**src/hw/rtl/brm_pkg.sv**
```systemverilog
// Shared widths, register codes and the configuration struct of the radial mask block.
package brm_pkg;

    localparam int GRID_W  = 13;
    localparam int PITCH_W = 20;
    localparam int RAD_W   = 24;
    localparam int ORDER_W = 5;
    localparam int IDX_W   = 12;
    localparam int HALF_W  = 12;
    localparam int MASK_W  = 17;
    localparam int DIFF_W  = 13;
    localparam int OFF_W   = DIFF_W + PITCH_W - 5;
    localparam int SUM_W   = 2 * OFF_W + 1;
    localparam int ROOT_W  = (SUM_W + 1) / 2;
    localparam int QUO1_W  = ROOT_W + 16;
    localparam int Q_W     = 32;
    localparam int P_W     = 32;
    localparam int DEN2_W  = P_W + 1;
    localparam int POW_STAGES = (1 << ORDER_W) - 1;

    localparam logic [P_W-1:0]    P_ONE      = P_W'(65536);
    localparam logic [Q_W-1:0]    SAT32      = '1;
    localparam logic [DEN2_W-1:0] TWO_POW_32 = {1'b1, 32'b0};

    typedef enum logic [1:0] {
        REG_GRID_SIZE    = 2'd0,
        REG_PIXEL_PITCH  = 2'd1,
        REG_RADIUS       = 2'd2,
        REG_FILTER_ORDER = 2'd3
    } brm_reg_t;

    typedef struct packed {
        logic [HALF_W-1:0]  half;
        logic [PITCH_W-1:0] pitch;
        logic [RAD_W-1:0]   radius;
        logic [ORDER_W-1:0] order;
    } brm_cfg_t;

endpackage

```
**src/hw/rtl/brm_offset.sv**
```systemverilog
// Front end: axis offsets, their squares and the squared distance, three stages.
module brm_offset
    import brm_pkg::*;
(
    input  logic               clk,
    input  logic               rst_n,
    input  logic               en,
    input  brm_cfg_t           cfg,
    input  logic               in_vld,
    input  logic [IDX_W-1:0]   row,
    input  logic [IDX_W-1:0]   col,
    output logic               out_vld,
    output logic [SUM_W-1:0]   sum
);

    logic [2:0]             vld_reg;
    logic [OFF_W-1:0]       x_reg, y_reg;
    logic [2*OFF_W-1:0]     xx_reg, yy_reg;
    logic [SUM_W-1:0]       sum_reg;
    logic [OFF_W-1:0]       x_next, y_next;

    function automatic logic [OFF_W-1:0] offset(input logic [IDX_W-1:0] idx,
                                                input logic [HALF_W-1:0] half,
                                                input logic [PITCH_W-1:0] pitch);
        logic [DIFF_W-1:0] a, b, d;
        logic [DIFF_W+PITCH_W-1:0] m;
        a = {idx, 1'b1};
        b = {half, 1'b0};
        d = (a >= b) ? (a - b) : (b - a);
        m = (DIFF_W+PITCH_W)'(d) * (DIFF_W+PITCH_W)'(pitch);
        // Q.21 to Q.16; the slice keeps every upper bit of the product, so no cap is needed.
        return m[DIFF_W+PITCH_W-1:5];
    endfunction

    assign x_next = offset(row, cfg.half, cfg.pitch);
    assign y_next = offset(col, cfg.half, cfg.pitch);

    always_ff @(posedge clk or negedge rst_n)
    begin
        if (!rst_n)
        begin
            vld_reg <= '0;
        end
        else if (en)
        begin
            vld_reg <= {vld_reg[1:0], in_vld};
        end
    end

    always_ff @(posedge clk)
    begin
        if (en)
        begin
            x_reg   <= x_next;
            y_reg   <= y_next;
            xx_reg  <= (2*OFF_W)'(x_reg) * (2*OFF_W)'(x_reg);
            yy_reg  <= (2*OFF_W)'(y_reg) * (2*OFF_W)'(y_reg);
            sum_reg <= SUM_W'(xx_reg) + SUM_W'(yy_reg);
        end
    end

    assign out_vld = vld_reg[2];
    assign sum     = sum_reg;

endmodule

```
**config.mk**
```make
export PLATFORM = sky130hd
export DESIGN_NAME = brm_offset
export DESIGN_NICKNAME = d
export VERILOG_FILES = /design/src/hw/rtl/brm_pkg.sv /design/src/hw/rtl/brm_offset.sv
export SDC_FILE = /design/constraint.sdc
export NUM_CORES = 2
export LEC_CHECK = 0
export CORE_ASPECT_RATIO = 1.25
export CORE_UTILIZATION = 35
export CTS_CLUSTER_DIAMETER = 80
export DETAILED_ROUTE_END_ITERATION = 10
export DONT_BUFFER_PORTS = 1
export PLACE_DENSITY = 0.61
export RECOVER_POWER = 100
export SLEW_MARGIN = 25
export SYNTH_ARGS = -nofsm -noshare
export SYNTH_HDL_FRONTEND = slang
export SYNTH_SLANG_ARGS = --single-unit
```
**constraint.sdc**
```tcl
create_clock -name clk -period 9.2 [get_ports clk]
set_input_delay 2.76 -clock clk [delete_from_list [all_inputs] [get_ports clk]]
set_output_delay 2.76 -clock clk [all_outputs]
set_load 0.1 [all_outputs]
```
==> impl_metrics.toml <==
[yosys]
synthArstFlopShare_pct = 1.33
syn_area_um2 = 71100
synth_seq_cells = 226
yosysTopAreaCell = "fa_1"
synth_area_per_cell_um2 = 9.45
synthTopCellsByArea = "fa_1 45%, ha_1 12%, inv_1 11%, edfxtp_1 9.4%, nand2_1 4.2%"
synthCells = 7525
synth_most_common_cell = "inv_1"
synth.distinct_cells = 78
synth_edf_count = 223
ys.warnings.count = 0
yosysTopAreaCellShare_pct = 45.1
ys_top_cells_by_count = "2021 x inv_1, 1602 x fa_1, 798 x nand2_1, 679 x ha_1, 437 x and2_1"
yosysSeqAreaShare_pct = 9.52
syn-num-nets = 9895
ys.flop_type = "edfxtp_1"

[timing]
worst_pin_slew_ns = 1.57
max_freq_mhz = 106
layout_min_cycle_time_ns = 9.46
finalSetupViolCount = 17
finClkSkew_ns = 0.0109
fin_ws_ns = -0.256
timing.final.hold_violations = 0
relSlewSlack_pct = -4.81
rsz0062_at_grt = "true"
fin_crit_sh_pct = 103
finalMaxSlewViolations = 32

[final_layout]
drive_above_1_share_pct = 8.79
fin_nets = 10100
multi_input_area_um2 = 56700
largest_register_ffs = 57
areaGrowthSynthToFinish_pct = 11.1
seq_area_um2 = 6770
antenna_cells = 0
fillers = 19800
postLayoutCellArea_um2 = 79100

[critical_path]
cp_top_family = "adder cells"
critical_path_class = "primary input to flop"
end_kind = "flop"
critical_path_arrival_ns = 9.78
path_max_fanout = 6
ff2ff_setup_slack_ns = 0.30
cp_data_required_time_ns = 9.53
reg2reg_from = "x_reg[9]"
r2r_end = "xx_reg[55]"
cpPeakStageDelay_ns = 0.50
critPathBufInv = 8
rr_worst_depth = 24
cpMaxStageDelayCell = "fa_1"
cp-start-kind = "primary input"
timing.critical_path.mode_cell = "fa_1"

[placed_design]
dp_hpwl_um = 151000
place_area_um2 = 77200
portBuffers = 0
gp_congestion = 0.918

[die]
initial_core_util_pct = 35.3
dieArea_um2 = 205000
rows = 184
die_h_um = 506
core_um2 = 201000
die_width_um = 405
boundaryPins = 147

[clock_tree]
cts_max_path_buffers = 3
clk_pin_slew_ns = 0.06
cts_made_buffers = 29
cts_tree = "done"
clock_sinks = 226
cts-root-buf = "clkbuf_16"
h-tree-depth = 1
worstSkewPairLatency_ns = 0.57

[min_path]
min_to = "vld_reg[0]"
hold_start = "vld_reg[0]"
min_path_type = "flop to flop"
hold_depth = 1

[detailed_routing]
drtAntennaViolNets = 0
post_drt_via_cell_ratio = 4.83
wl_per_cell_um = 17.2
dr.pass1.iters = 5
dr.first_iter.drc_count = 2652
vias = 50400
drc = 0
wl_um = 179000

[job]
cap_violations = 1

[global_route]
grt_usage_pct = 17.9
grt_pass1_wl_um = 291000
grt_pass1_vias = 55900
grt_overflow = 0
antenna_found_initial = 5
grt_max_degree = 227

[outcome]
outcome = "finished, violations left"
violations = "capacitance limit, slew limit, setup timing"
==> kinds of logic after synthesis <==
logic type | share of synthesized area (%)
buffers and inverters | 12.2
adder cells (fa/ha/maj) | 57.0
AND/OR/NAND/NOR | 11.6
AO/OA/AOI/OAI | 6.34
XOR/XNOR | 3.04
flip-flops | 9.52
multiplexers | 0.253
==> per-layer routing <==
layer	up-vias	wire [um]	track usage [%]	share of wire (%)
met5	-	0	0	0
met1	25900	71200	22.0	40
met4	0	7000	6.04	3.9
met2	1339	91500	32.0	51
met3	348	9700	2.13	5.4
li1	22900	-	-	-
==> layout by cell type (no fill, tap or decap), types with 41 or more instances in the layout <==
| cell | n |
|---|---|
| o21ai_0 | 104 |
| nor2_1 | 245 |
| nor2b_1 | 41 |
| inv_1 | 1998 |
| buf_4 | 402 |
| and2_1 | 420 |
| a21o_1 | 134 |
| xor2_1 | 73 |
| ha_1 | 654 |
| xnor2_1 | 170 |
| fa_1 | 1594 |
| nand2_1 | 791 |
| edfxtp_1 | 223 |
| a21oi_1 | 198 |
==> stage by stage <==
step | util (%) | setup WS [ns] | hold WS (ns) | std cells | setup TNS (ns)
2_1_floorplan | - | -0.450 | 0.467 | 7525 | -5.06
3_3_place_gp | 38.3 | -1.05 | 0.485 | 10400 | -23.88
3_5_place_dp | 38.3 | -1.06 | 0.493 | 10400 | -24.32
4_1_cts | 39.0 | -0.156 | 0.505 | 10400 | -0.835
5_1_grt | 39.2 | -0.518 | 0.532 | 10400 | -7.86
6_report | 39.2 | -0.256 | 0.504 | 10400 | -2.21
==> what timing repair did <==
action,in CTS,in global routing
pin swaps,49,80
endpoints found under the setup margin,20,28
gates cloned,0,3
resized for setup,47,79
buffers inserted,19,20
hold buffers,0,0
==> worst max-delay path by stage <==
stage	slack, ns	cells past startpoint	startpoint	end
finish	-0.26	34	col[0]	y_reg[24]
global route	-0.52	34	col[0]	y_reg[26]
CTS	-0.16	32	cfg[50]	y_reg[26]
detailed placement	-1.06	31	col[0]	y_reg[26]
global placement	-1.05	31	row[0]	x_reg[26]
floorplan	-0.45	33	col[0]	y_reg[26]
==> layout make-up <==
cell class	instances	area share, %
Multi-Input combinational cell	4993	71.7
Inverter	2039	9.76
Clock buffer	30	0.923
Sequential cell	226	8.57
Timing Repair Buffer	443	4.51
Clock inverter	20	0.299
Tap cell	2697	4.27
Power is not shown: default switching activity piles up to over one toggle a cycle in this logic, so the estimate is an artifact.
