### src/hw/rtl/brm_pkg.sv
// Shared widths, register codes and the configuration struct of the radial mask block.
package brm_pkg;

    localparam int GRID_W  = 13;
    localparam int PITCH_W = 20;
    localparam int RAD_W   = 24;
    localparam int ORDER_W = 5;
    localparam int IDX_W   = 12;
    localparam int HALF_W  = 12;
    localparam int MASK_W  = 17;
    localparam int DIFF_W  = 13;
    localparam int OFF_W   = DIFF_W + PITCH_W - 5;
    localparam int SUM_W   = 2 * OFF_W + 1;
    localparam int ROOT_W  = (SUM_W + 1) / 2;
    localparam int QUO1_W  = ROOT_W + 16;
    localparam int Q_W     = 32;
    localparam int P_W     = 32;
    localparam int DEN2_W  = P_W + 1;
    localparam int POW_STAGES = (1 << ORDER_W) - 1;

    localparam logic [P_W-1:0]    P_ONE      = P_W'(65536);
    localparam logic [Q_W-1:0]    SAT32      = '1;
    localparam logic [DEN2_W-1:0] TWO_POW_32 = {1'b1, 32'b0};

    typedef enum logic [1:0] {
        REG_GRID_SIZE    = 2'd0,
        REG_PIXEL_PITCH  = 2'd1,
        REG_RADIUS       = 2'd2,
        REG_FILTER_ORDER = 2'd3
    } brm_reg_t;

    typedef struct packed {
        logic [HALF_W-1:0]  half;
        logic [PITCH_W-1:0] pitch;
        logic [RAD_W-1:0]   radius;
        logic [ORDER_W-1:0] order;
    } brm_cfg_t;

endpackage

### src/hw/rtl/brm_sqrt.sv
// Pipelined integer square root, one root bit per stage.
module brm_sqrt
    import brm_pkg::*;
(
    input  logic              clk,
    input  logic              rst_n,
    input  logic              en,
    input  logic              in_vld,
    input  logic [SUM_W-1:0]  radicand,
    output logic              out_vld,
    output logic [ROOT_W-1:0] root
);

    localparam int SW = 2 * ROOT_W;
    localparam int RW = ROOT_W + 2;

    logic              vld_reg  [ROOT_W];
    logic [SW-1:0]     rad_reg  [ROOT_W];
    logic [RW-1:0]     rem_reg  [ROOT_W];
    logic [ROOT_W-1:0] root_reg [ROOT_W];

    genvar k;
    generate
        for (k = 0; k < ROOT_W; k++)
        begin : g_stage
            logic              vld_in;
            logic [SW-1:0]     rad_in;
            logic [RW-1:0]     rem_in;
            logic [ROOT_W-1:0] root_in;
            logic [RW+1:0]     cur, trial;
            logic              take;

            if (k == 0)
            begin : g_first
                assign vld_in  = in_vld;
                assign rad_in  = SW'(radicand);
                assign rem_in  = '0;
                assign root_in = '0;
            end
            else
            begin : g_next
                assign vld_in  = vld_reg[k-1];
                assign rad_in  = rad_reg[k-1];
                assign rem_in  = rem_reg[k-1];
                assign root_in = root_reg[k-1];
            end

            assign cur   = {rem_in, rad_in[SW-1:SW-2]};
            assign trial = {2'b00, root_in, 2'b01};
            assign take  = (cur >= trial);

            always_ff @(posedge clk or negedge rst_n)
            begin
                if (!rst_n)
                begin
                    vld_reg[k] <= 1'b0;
                end
                else if (en)
                begin
                    vld_reg[k] <= vld_in;
                end
            end

            always_ff @(posedge clk)
            begin
                if (en)
                begin
                    rad_reg[k]  <= {rad_in[SW-3:0], 2'b00};
                    rem_reg[k]  <= take ? RW'(cur - trial) : RW'(cur);
                    root_reg[k] <= {root_in[ROOT_W-2:0], take};
                end
            end
        end
    endgenerate

    assign out_vld = vld_reg[ROOT_W-1];
    assign root    = root_reg[ROOT_W-1];

endmodule

### config.mk
export PLATFORM = sky130hd
export DESIGN_NAME = brm_sqrt
export DESIGN_NICKNAME = d
export VERILOG_FILES = /design/src/hw/rtl/brm_pkg.sv /design/src/hw/rtl/brm_sqrt.sv
export SDC_FILE = /design/constraint.sdc
export NUM_CORES = 2
export LEC_CHECK = 0
export ABC_AREA = 1
export BUFFER_PORTS_ARGS = -buffer_cell sky130_fd_sc_hd__buf_4
export CAP_MARGIN = 0
export CORE_MARGIN = 4
export CORE_UTILIZATION = 40
export DETAILED_ROUTE_END_ITERATION = 8
export SYNTH_ARGS = -nofsm -noshare
export SYNTH_HDL_FRONTEND = slang
export SYNTH_SLANG_ARGS = --single-unit
### constraint.sdc
create_clock -name clk -period 6.1 [get_ports clk]
set_clock_uncertainty 0.1 [all_clocks]
set_input_delay 0 -clock clk [delete_from_list [all_inputs] [get_ports clk]]
set_output_delay 0 -clock clk [all_outputs]
set_load 0.005 [all_outputs]
==> summary.txt <==
Placed design
  – Dpl hpwl: roughly 230000 um
  – Routability Congestion: between 0.9 and 1
  – Post-Place Cells: 17300
  – I/O Buffers: 90

STA
  – Setup TNS: 0 ns
  – Fin Hold WS: 0.197 ns
  – Period minus WS final: 3.26 ns
  – Fin. Hold Viols: 0
  – Fmax: around 310 MHz
  – Slew Limit Fails: 0
  – Final period util: 0.535
  – RSZ-0062 raised after global routing: false
  – Slew headroom: 0.219
  – Worst Tran Pin Value: 1.17 ns
  – Final setup viols: 0

Worst setup path
  – Worst EP arrival: 3.85 ns
  – R2R depth: 11
  – Worst setup EP type: register
  – Critical Path Fanout Max: 31
  – CP Launch Type: register
  – CP Class: register to register
  – Critical Path RT: 6.69 ns

Routing
  – Vias per cell: 4.84
  – DRT antenna net count: 0
  – 1st-pass router iterations: 6
  – Drc violations: 0
  – DRT Wirelength: 301000 um
  – DR iter-0 viols: 7625
  – DR vias: slightly below 90000
  – Drt wl/cell: around 17 um

Final layout
  – Fillcell total: 28200
  – Non-filler instance count after layout: 17900
  – Max reg flops: between 800 and 900
  – Layout Nets: 14300
  – Utilization after layout: 0.450
  – Ratio of cells with drive above 1 in the final layout: 0.0504
  – Synthesis-to-finish area growth: 11.9%

Synthesis
  – Asr flop ratio synth: 0.0138
  – Synth Net Count: 14000
  – Synth Flop Type: edfxtp_1
  – Synth cell types: 58
  – Synthesized instance count: 13500
  – Synth Cell Area: ~120000 um2
  – Seq/Total Area, Yosys: 0.540
  – Syn. warnings: 0
  – Syn_area_per_cell: about 8.6 um2
  – Number of synthesized register bits: 2094
  – Synth top cells by count: nand2_1 (4642), inv_1 (2391), edfxtp_1 (2065)
  – Post-synth top area share: 0.534
  – Ranking of synthesized cells by area: edfxtp_1 (53%), nand2_1 (15%), inv_1 (7.7%)
  – Most frequent cell after synthesis: nand2_1
  – Cell taking the most area after synthesis: edfxtp_1
  – Post-synth EDFFs: 2065

CTS
  – Worst-path clk slew: 0.06 ns
  – Clock sinks: 2094
  – Clock buffer depth: 4
  – Cts bufs inserted: 234
  – Post_cts resized: 0
  – Post-CTS Repair Setup Buffers: 0
  – Clk_lat worst skew: 0.89 ns
  – Clock root buffer: clkbuf_16
  – H-tree depth: 4
  – Hold_buf cts: 121
  – CTS tree: yes

GRT
  – Largest net degree at the start of global routing: 187
  – Vias in the first global route: 81900
  – Grt ovf: 0
  – Global-route wire length before repair: 468000 um
  – GRT Overall Usage: 0.196
  – Initial antenna violation count: 5

Floorplanning
  – Chip width: 547 um
  – Chip height: ~550 um
  – Core Box Area: between 200000 and 300000 um2
  – Initial core utilization: 0.402
  – I/O pin count: 91
  – Die area: around 300000 um2
  – Cell Rows: between 150 and 200

Power
  – P_sw: 0.0134 W
  – Clock Power Share: 0.332
  – Switching share of power: 0.314
  – Logic gate share of total power: 0.223
  – PD cells: 328 nW/um2
  – Sequential share of power: 0.446
  – Worst VDD drop: 273 uV
  – Leakage power total: 59.7 nW
  – Cell-internal power: 0.0292 W

Worst hold path
  – HP Class: input port to register
  – Hold depth: 2

Run status
  – Status: finished clean

Job
  – MaxCap Viol Count: 0
-- layout make-up --
cell class / count / area, um2 / share of cell area
diodes: 2 / 5.00 / 0.0000385
clock buffers: 280 / 6090 / 0.0469
clock inverters: 152 / 1590 / 0.0123
inverters: 2416 / 9070 / 0.0698
multi-input cells: 8831 / 43300 / 0.333
flip-flops and latches: 2094 / 62700 / 0.483
well taps: 3880 / 4850 / 0.0373
repair buffers: 244 / 2310 / 0.0178
-- metal layers --
metal	track usage	up-vias	wire, um
met5	0	-	0
met4	0.0497	0	7520
met3	0.0188	426	14900
met2	0.329	2108	141000
met1	0.273	40000	138000
li1	-	44000	-
-- power by group through the flow --
stage / combinational, W / clock (W) / sequential [W]
CTS: 0.00943 / 0.0146 / 0.0190
global placement: 0.00929 / 0 / 0.0193
detailed placement: 0.00932 / 0 / 0.0193
global route: 0.0108 / 0.0152 / 0.0191
finish: 0.00947 / 0.0141 / 0.0190
floorplan: 0.00666 / 0 / 0.0186
-- critical path: stages (launching register included) --
cell and delay [ns]:
edfxtp_1 0.42, inv_1 0.07, ha_1 0.37, a21oi_1 0.25, o21ai_0 0.17, a21oi_1 0.15, nand2_1 0.09, nor2_1 0.12
nand2_2 0.42, inv_2 0.65, nand2_1 0.11, nand2_1 0.12
-- logic make-up after synthesis --
kind of cell | after synthesis | synth area share
compound gates | 806 | 0.0376
xor+xnor | 334 | 0.0252
other cells | 1 | 0.0000323
mux | 3 | 0.000291
buf+inv | 2538 | 0.0869
fa+ha+maj | 463 | 0.0499
flops | 2094 | 0.540
simple gates | 7224 | 0.260
-- worst paths after layout --
check	start	to	slack (ns)
worst min register to register	rad_reg[0][490]	rad_reg[0][548]	0.29
min in group asynchronous	rst_n	out_vld	0.55
max in group asynchronous	rst_n	g_stage[13].vld_in	5.20
worst max-delay path	root_reg[22][22]	rem_reg[23][21]	2.84
worst max register to register	root_reg[22][22]	rem_reg[23][21]	2.84
worst min-delay path	en	rad_reg[0][31]	0.20
-- stage by stage --
stage,area (um2),setup slack (ns),power [W]
floorplan,116000,3.93,0.0253
global placement,121000,2.85,0.0285
detailed placement,121000,2.86,0.0286
CTS,130000,2.80,0.0430
global route,130000,2.58,0.0450
finish,130000,2.84,0.0426
-- layout by cell type, fill, tap and decap left out, drive strengths merged, types with 47 or more instances in the layout --
master	n
and2	47
dlygate4sd3	120
xor2	233
nand2	4689
nor2	1099
buf	124
o21ai	257
xnor2	101
ha	463
a21oi	488
nand3b	102
inv	2428
clkinv	95
nand4	184
nand3	841
nor3	174
edfxtp	2065
clkbuf	280
No activity file was read; power rests on OpenSTA's default activity.
